[config.mk]
export PLATFORM = sky130hd
export DESIGN_NAME = rfte_seq
export DESIGN_NICKNAME = d
export VERILOG_FILES = /design/src/rtl/core/rfte_pkg.sv /design/src/rtl/core/rfte_seq.sv
export SDC_FILE = /design/constraint.sdc
export NUM_CORES = 1
export LEC_CHECK = 0
export ABC_AREA = 1
export ABC_CLOCK_PERIOD_IN_PS = 4800
export BUFFER_PORTS_ARGS = -buffer_cell sky130_fd_sc_hd__buf_2
export CAP_MARGIN = 30
export CELL_PAD_IN_SITES_DETAIL_PLACEMENT = 0
export CELL_PAD_IN_SITES_GLOBAL_PLACEMENT = 2
export CORE_MARGIN = 1
export CORE_UTILIZATION = 29
export CTS_BUF_LIST = sky130_fd_sc_hd__clkbuf_4 sky130_fd_sc_hd__clkbuf_8
export DETAILED_ROUTE_END_ITERATION = 10
export PLACE_DENSITY_LB_ADDON = 0.1
export SLEW_MARGIN = 15
export SYNTH_ARGS = -nofsm -noshare
export SYNTH_HDL_FRONTEND = slang
export SYNTH_SLANG_ARGS = --single-unit
[constraint.sdc]
create_clock -name clk -period 4.8 [get_ports clk]
set_input_delay 0.96 -clock clk [delete_from_list [all_inputs] [get_ports clk]]
set_output_delay 0.96 -clock clk [all_outputs]
set_load 0.01 [all_outputs]
[src/rtl/core/rfte_pkg.sv]
// ----------------------------------------------------------------------------
// rfte_pkg
// Shared types and constants of the RGB frame transform engine.
// ----------------------------------------------------------------------------
package rfte_pkg;

	localparam int SIDE      = 256;
	localparam int NPIX      = SIDE * SIDE;
	localparam int AW        = $clog2(NPIX);
	localparam int PW        = 24;
	localparam logic [7:0] THR_RESET = 8'd30;
	localparam logic [7:0] LIM2 = 8'(SIDE / 2);
	localparam logic [7:0] LIM3 = 8'(SIDE / 3);
	localparam logic [7:0] LIM4 = 8'(SIDE / 4);
	localparam logic [7:0] LAST = 8'(SIDE - 1);

	localparam logic [1:0] MODE_WRITE = 2'd0;
	localparam logic [1:0] MODE_READ  = 2'd1;
	localparam logic [1:0] MODE_APPLY = 2'd2;
	localparam logic [1:0] MODE_UNDEF = 2'd3;

	localparam logic [3:0] OP_FLIPH   = 4'd0;
	localparam logic [3:0] OP_FLIPV   = 4'd1;
	localparam logic [3:0] OP_ROT90   = 4'd2;
	localparam logic [3:0] OP_ROT180  = 4'd3;
	localparam logic [3:0] OP_ROT270  = 4'd4;
	localparam logic [3:0] OP_ENLARGE = 4'd5;
	localparam logic [3:0] OP_SHRINK  = 4'd6;
	localparam logic [3:0] OP_DARKEN  = 4'd7;
	localparam logic [3:0] OP_LIGHTEN = 4'd8;
	localparam logic [3:0] OP_EDGES   = 4'd9;

	localparam logic [1:0] ARG_BAD_SHRINK = 2'd3;
	localparam logic [2:0] REG_THRESHOLD  = 3'd0;

	typedef enum logic [1:0] {ST_IDLE, ST_RUN, ST_FIN} state_t;

	typedef struct packed {
		logic [1:0] mode;
		logic [7:0] row;
		logic [7:0] column;
		logic [7:0] red_in;
		logic [7:0] green_in;
		logic [7:0] blue_in;
		logic [3:0] operation;
		logic [1:0] argument;
	} item_t;

	typedef struct packed {
		logic [7:0] red_out;
		logic [7:0] green_out;
		logic [7:0] blue_out;
		logic       status;
	} result_t;

	typedef struct packed {
		logic [AW-1:0] rd_addr;
		logic          wr_en;
		logic [AW-1:0] wr_addr;
		logic [PW-1:0] wr_data;
		logic          done;
	} seq_ctl_t;

endpackage

[src/rtl/core/rfte_seq.sv]
// ----------------------------------------------------------------------------
// rfte_seq
// Whole-frame pass sequencer: walks every destination pixel, reads its
// source pixels and writes the transformed pixel into the other bank.
// ----------------------------------------------------------------------------
module rfte_seq import rfte_pkg::*; (
	input  logic          clk,
	input  logic          arst_n,
	input  logic          start,
	input  logic [3:0]    op,
	input  logic [1:0]    arg,
	input  logic [7:0]    thr,
	input  logic [PW-1:0] rdata,
	output seq_ctl_t      ctl
);

	logic          run_q;
	logic [7:0]    r_q, c_q;
	logic [1:0]    sub_q;
	logic [3:0]    op_q;
	logic [1:0]    arg_q;
	logic [PW-1:0] cap0_q, cap1_q;
	logic [1:0]    nreads;
	logic          wstep;
	logic [7:0]    sr, sc, lim;
	logic [2:0]    k;
	logic [11:0]   kr, kc;
	logic [PW-1:0] val;

	function automatic logic [7:0] edge_ch(input logic [7:0] v, input logic [7:0] a,
			input logic [7:0] b, input logic [7:0] t);
		logic [7:0] da, db;
		da = (v > a) ? v - a : a - v;
		db = (v > b) ? v - b : b - v;
		return (da >= t || db >= t) ? 8'd0 : 8'd255;
	endfunction

	function automatic logic [7:0] light(input logic [7:0] v);
		return v[7] ? 8'd255 : {v[6:0], 1'b0};
	endfunction

	assign nreads = (op_q == OP_EDGES) ? 2'd3 : 2'd1;
	assign wstep  = run_q && (sub_q == nreads);
	assign k      = 3'(arg_q) + 3'd2;
	assign kr     = 12'(k) * 12'({1'b0, r_q} + 9'd1) - 12'd1;
	assign kc     = 12'(k) * 12'({1'b0, c_q} + 9'd1) - 12'd1;

	always_comb begin
		unique case (arg_q)
			2'd0:    lim = LIM2;
			2'd1:    lim = LIM3;
			default: lim = LIM4;
		endcase
	end

	always_comb begin
		sr = r_q;
		sc = c_q;
		unique case (op_q)
			OP_FLIPH:   sc = ~c_q;
			OP_FLIPV:   sr = ~r_q;
			OP_ROT90: begin
				sr = c_q;
				sc = ~r_q;
			end
			OP_ROT180: begin
				sr = ~r_q;
				sc = ~c_q;
			end
			OP_ROT270: begin
				sr = ~c_q;
				sc = r_q;
			end
			OP_ENLARGE: begin
				sr = {arg_q[1], r_q[7:1]};
				sc = {arg_q[0], c_q[7:1]};
			end
			OP_SHRINK: begin
				sr = kr[7:0];
				sc = kc[7:0];
			end
			OP_EDGES: begin
				if (sub_q == 2'd1) begin
					sc = c_q + 8'd1;
				end else if (sub_q == 2'd2) begin
					sr = r_q + 8'd1;
				end
			end
			default: ;
		endcase
	end

	always_comb begin
		unique case (op_q)
			OP_SHRINK:  val = (r_q < lim && c_q < lim) ? rdata : {PW{1'b1}};
			OP_DARKEN:  val = {1'b0, rdata[23:17], 1'b0, rdata[15:9], 1'b0, rdata[7:1]};
			OP_LIGHTEN: val = {light(rdata[23:16]), light(rdata[15:8]), light(rdata[7:0])};
			OP_EDGES: begin
				if (r_q == LAST || c_q == LAST) begin
					val = cap0_q;
				end else begin
					val = {edge_ch(cap0_q[23:16], cap1_q[23:16], rdata[23:16], thr),
						edge_ch(cap0_q[15:8], cap1_q[15:8], rdata[15:8], thr),
						edge_ch(cap0_q[7:0], cap1_q[7:0], rdata[7:0], thr)};
				end
			end
			default:    val = rdata;
		endcase
	end

	always_ff @(posedge clk or negedge arst_n) begin
		if (!arst_n) begin
			run_q <= 1'b0;
			r_q   <= '0;
			c_q   <= '0;
			sub_q <= '0;
		end else if (start) begin
			run_q <= 1'b1;
			r_q   <= '0;
			c_q   <= '0;
			sub_q <= '0;
		end else if (run_q) begin
			if (wstep) begin
				sub_q <= '0;
				c_q   <= c_q + 8'd1;
				if (c_q == LAST) begin
					r_q <= r_q + 8'd1;
					if (r_q == LAST) begin
						run_q <= 1'b0;
					end
				end
			end else begin
				sub_q <= sub_q + 2'd1;
			end
		end
	end

	always_ff @(posedge clk) begin
		if (start) begin
			op_q  <= op;
			arg_q <= arg;
		end
		if (run_q && sub_q == 2'd1) begin
			cap0_q <= rdata;
		end
		if (run_q && sub_q == 2'd2) begin
			cap1_q <= rdata;
		end
	end

	assign ctl.rd_addr = {sr, sc};
	assign ctl.wr_en   = wstep;
	assign ctl.wr_addr = {r_q, c_q};
	assign ctl.wr_data = val;
	assign ctl.done    = wstep && r_q == LAST && c_q == LAST;

endmodule

[Word-level counts from Yosys, hierarchy flattened]
Index checks and enable logic that the tools add are counted.
Operators by class
  $lt $le $gt $ge: 14
  reductions and logical operators: 19
  eq/ne operators: 15
  multiplexer cells: 37
  bitwise gates (word level): 2
  multipliers: 2
  add/sub/neg operators: 20
Operator list (number)
  $mux 8: 22
  $pmux 24 s4: 1
  $pmux 8 s6: 2
  $sub 8x8->8: 12
  $ge 8x8->1: 6
  $gt 8x8->1: 6
  $mux 24: 2
  $add 8x1->9 const B: 2
  $mul 3x9->8: 2
  $add 8x1->8 const B: 2
  $eq 4x3->1 const B: 4
  $eq 8x8->1 const B: 2
  $lt 8x8->1: 2
  $not 8->8: 2
  $pmux 8 s2: 1
  $sub 8x1->8 const B: 2
  $eq 4x2->1 const B: 2
  $eq 4x4->1 const B: 2
  $mux 2: 4
  $logic_and 1x1->1: 6
  $reduce_bool 2->1: 3
  $mux 1: 5
  $eq 2x1->1 const B: 2
  $eq 4x1->1 const B: 1
  other kinds (10): 14
Word-level totals
  word-level logic and storage cells: 117
  bits in registers: 73

[Logic depth before layout (Yosys ltp)]
  word-level depth: 7
  depth in mapped cells: 25
  mapped depth without buffers: 25

[Least setup slack after synthesis]
OpenSTA, ideal clock, no wires.
  path kind: input to output
  start point: input port rdata[10]
  end point: output port ctl[10] (netlist bit)
  arrival: 3505 ps
  stages: 21
  path slack: 335 ps
  path through: inv_1 ha_1 clkbuf_2 nand2_1 o21ai_0 a21oi_1 o21ai_0 xor2_1 nand2_1 nand2_1 inv_1 ha_1 nand2_1 nor2_1 nand4_1 nand3_1 nor2_1 nor2_1 nor2_1 nor2_1 nand3_1
RTL lines
  start: declaration: line rfte_seq.sv:13  | input logic [PW-1:0] rdata,
  end: declaration: line rfte_seq.sv:14  | output seq_ctl_t ctl

==> summary.log <==
[run] Max Cap Violations 0
[worst_setup_path] required time of the critical path 3.84 ns
[sta] final setup fails 14
[power_and_ir_drop] switching pwr 1.48 mW
[sta] slew margin rel. 0.416
[placed_design] placed wire-length estimate 36.5 mm
[clock_network] largest buffer count on any clock path 2
[synth] library cell with the highest instance count after synthesis sky130_fd_sc_hd__nand2_1
[power_and_ir_drop] combinational power share 0.603
[power_and_ir_drop] largest voltage drop on the vdd net 0.139 mV
[synth] post-synthesis cell area 11,500 sq um
[route] post-detailed-route DRC marker count 0
[sta] number of endpoints with negative hold slack in the final report 0
[power_and_ir_drop] Switching Fraction 0.438
[worst_hold_path] Min-Delay Path Class primary input to async pin
[route] met3 wirelength from detailed routing 1.62 mm
[worst_setup_path] worst r2r dst c_q[6]$_DFFE_PN0P_
[route] vias after detailed routing 12,263
[floorplan] I/O pin count 99
[route] routed wirelength normalized by instance count 18.1 microns
[power_and_ir_drop] register share of total power 0.220
[route] met2 wire len 21.5 mm
[placed_design] final weighted congestion of routability-driven global placement 0.878
[synth] most used flip-flop cell after synthesis sky130_fd_sc_hd__edfxtp_1
[floorplan] Die Area 40,400 sq um
[worst_setup_path] FF-to-FF Start op_q[2]$_DFFE_PP_
[global_routing] pin count of the biggest net entering global routing 25
[clock_network] clock tree from TritonCTS yes
[route] detailed-routing iteration count for the pre-antenna-repair pass 5
[sta] share of the cycle needed by the critical path after routing 1.02
[final_layout] post-layout instance area 15,800 sq um
[route] M1 WL 22.0 mm
[global_routing] GRT Total Usage 0.225
[worst_setup_path] worst r2r path cells 7
[power_and_ir_drop] Leak Pwr 7.83 nW
[worst_setup_path] kind of cell adding the most delay to the critical path simple AND/OR/NAND/NOR gates
[sta] total count of max-transition violations in the final report 0
[power_and_ir_drop] Cell Int Power 1.90 mW
[clock_network] maximum level of the CTS H-tree 3
[final_layout] Syn-to-layout area delta 38.1%
[floorplan] number of core rows 72
[synth] number of nets in the synthesized netlist 1,927
[final_layout] layout cells sized above 1 0.321
[power_and_ir_drop] Final Total Pwr 3.38 mW
[sta] accumulated negative setup slack -0.574 ns
[clock_network] number of buffers added by the clock tree synthesis step 9
[synth] Commonest cells post-synth 341 x sky130_fd_sc_hd__nand2_1, 294 x sky130_fd_sc_hd__inv_1, 166 x sky130_fd_sc_hd__ha_1
[worst_setup_path] Crit Path Class primary input to output pin
[synth] largest area contributor in the netlist sky130_fd_sc_hd__ha_1
[synth] register area share after synthesis 0.183
[final_layout] n_diodes 0
[worst_setup_path] sort of element at the start of the critical path primary input
[synth] count of different cell masters after synthesis 52
[power_and_ir_drop] power density over the cells 213 nW/um^2
[synth] syn_area_per_cell 6.76 sq um
[synth] EDFF count, synth 54
[worst_setup_path] cells traversed along the worst timing path buf_2 -> inv_1 -> ha_4 -> a21oi_2 -> o21ai_4 -> nand2_2 -> o311ai_4 -> nand2_2 -> buf_8 -> nand2_4 -> nand2_4 -> inv_2 -> ha_4 -> nand2_2 -> nor2_4 -> nand4_1 -> nand3_2 -> nor2_4 -> nor2_4 -> buf_6 -> nor2_1 -> nor2_1 -> nand3_1 -> buf_2
[final_layout] Util after Layout 0.408
[floorplan] Die Wd 201 microns
[route] drt initial violations 629
[route] wirelength, routed 46.0 mm
[worst_setup_path] CP peak stage delay 0.26 ns
[placed_design] Place WS -0.628 ns
[sta] measured slew at the worst slew-check pin 0.873 ns
[clock_network] CTS Sinks 73
[worst_setup_path] arrival time at the worst endpoint 3.93 ns
[synth] FF+latch count, synth 73
[final_layout] net total in the final layout 2,241
[global_routing] Congestion Overflow GR 0
[worst_setup_path] Worst setup EP type output pin
[clock_network] master cell of the clock root buffer sky130_fd_sc_hd__clkbuf_8
[sta] unrepaired setup endpoints after global routing true
[placed_design] number of I/O port buffers 98
[sta] fin worst setup slack -0.0908 ns
[synth] cells after synthesis 1,698
[sta] Clock Skews 0.0185 ns
[run_status] result of the run finished, violations left
[power_and_ir_drop] part of the power in the clock network 0.177
[route] antenna viol nets, final 0
[synth] number of warnings printed during yosys synthesis 0
[route] Vias/cell 4.84
[worst_setup_path] Crit Path Max Fanout 7
[worst_setup_path] Reg2Reg Setup Slack 2.70 ns
[sta] post-layout min period 4.89 ns
[clock_network] clock transition at the registers of the reported paths 0.10 ns
[route] top layer reached by signal wires met4
[global_routing] number of antenna violations at the first check in global routing 0
[floorplan] vertical die dimension 201 microns
[sta] Peak Freq 0.204 GHz
[clock_network] clk_lat worst skew 0.42 ns
[worst_setup_path] CP bufs+invs 6
[run_status] violations in the final reports setup timing
[global_routing] first-pass GRT wire length 70.3 mm
[synth] synth top area cells sky130_fd_sc_hd__ha_1 18%, sky130_fd_sc_hd__edfxtp_1 14%, sky130_fd_sc_hd__nand2_1 11%
[worst_setup_path] standard cell with the maximum stage delay on the critical path sky130_fd_sc_hd__ha_4
[synth] async set-reset flop share out of synthesis 0.260
[global_routing] via count of the first global-routing pass 12,337
[placed_design] post-detailed-placement cell area 13,800 sq um
[clock_network] hold buffer count at cts 0
[floorplan] Core ar. 38,800 sq um
[synth] area share of the largest cell type after synthesis 0.181
[floorplan] Initial Util 0.296
[state kept, by name, indices dropped and copies added (netlist names)]
signal	count
cap0_q	24
run_q	1
cap1_q	24
arg_q	2
r_q	8
sub_q	2
c_q	8
op_q	4
[stage by stage]
stage / hold WS [ns] / instances
3_5_place_dp: 0.557 / 2454
6_report: 0.501 / 2535
3_3_place_gp: 0.553 / 2454
4_1_cts: 0.494 / 2504
2_1_floorplan: 0.528 / 1698
5_1_grt: 0.522 / 2535
[cells by family after synthesis]
| kind of cell | count (synthesis) | share of synthesized area |
|---|---|---|
| AND/OR/NAND/NOR | 626 | 0.231 |
| AO/OA/AOI/OAI | 397 | 0.199 |
| buffers and inverters | 354 | 0.122 |
| adder cells (fa/ha/maj) | 188 | 0.219 |
| flip-flops | 73 | 0.183 |
| XOR/XNOR | 60 | 0.0458 |
[per-layer routing]
layer	track usage	vias to the layer above
li1	-	6221
met4	0.0548	0
met1	0.307	5766
met5	0	-
met3	0.0312	40
met2	0.372	236
[area by class of cell]
cell class	count	area, sq um
Clock buffer	11	139
Clock inverter	5	81.3
Fill cell	4147	23000
Inverter	312	1190
Multi-Input combinational cell	1271	9250
Sequential cell	73	2100
Tap cell	518	648
Timing Repair Buffer	345	2440
[worst max path at each step]
| stage | start | endpoint | slack, ns | cells past startpoint |
|---|---|---|---|---|
| after floorplan | rdata[10] | ctl[10] | 0.33 | 21 |
| final | rdata[3] | ctl[5] | -0.09 | 24 |
| after detailed placement | rdata[0] | ctl[7] | -0.63 | 24 |
| after global routing | cap1_q[8]$_DFFE_PP_ | ctl[11] | -0.30 | 25 |
| after global placement | rdata[0] | ctl[7] | -0.59 | 24 |
| after CTS | cap0_q[0]$_DFFE_PP_ | ctl[5] | -0.07 | 26 |
[power by group through the flow]
stage	logic (mW)	registers, mW	clock network (mW)
2_1_floorplan	1.00	0.752	0
3_3_place_gp	1.64	0.761	0
3_5_place_dp	1.64	0.761	0
4_1_cts	1.85	0.746	0.615
5_1_grt	2.27	0.749	0.626
6_report	2.04	0.744	0.597
[placed cells by master (no fill, tap or decap), drive strengths merged, types with 19 or more instances in the layout]
| cell | netlist | layout |
|---|---|---|
| dfrtp | 19 | 19 |
| edfxtp | 54 | 54 |
| buf | 27 | 345 |
| nor2 | 166 | 166 |
| a21oi | 143 | 143 |
| ha | 166 | 166 |
| xor2 | 45 | 45 |
| nand2 | 353 | 353 |
| o21ai | 138 | 138 |
| inv | 311 | 312 |
| nand3 | 58 | 58 |
| nand4 | 26 | 26 |
| o22ai | 27 | 27 |
| o21a | 22 | 22 |
| fa | 22 | 22 |
[what timing repair did]
item                                   in CTS  in global routing
setup endpoints to repair                  27                 30
endpoints found under the hold margin       0                  0
buffers inserted                           34                 32
gates resized for setup                   183                160
pin swaps                                  68                 81
[worst register-to-register path, stage by stage (launching register included)]
cell,delay (ns)
sky130_fd_sc_hd__edfxtp_1,0.45
sky130_fd_sc_hd__nor2_2,0.25
sky130_fd_sc_hd__nand2_4,0.25
sky130_fd_sc_hd__nand2_1,0.18
sky130_fd_sc_hd__nand3b_4,0.11
sky130_fd_sc_hd__nor2_1,0.38
sky130_fd_sc_hd__inv_1,0.22
sky130_fd_sc_hd__o22ai_1,0.17
(Power assumes the default switching activity.)
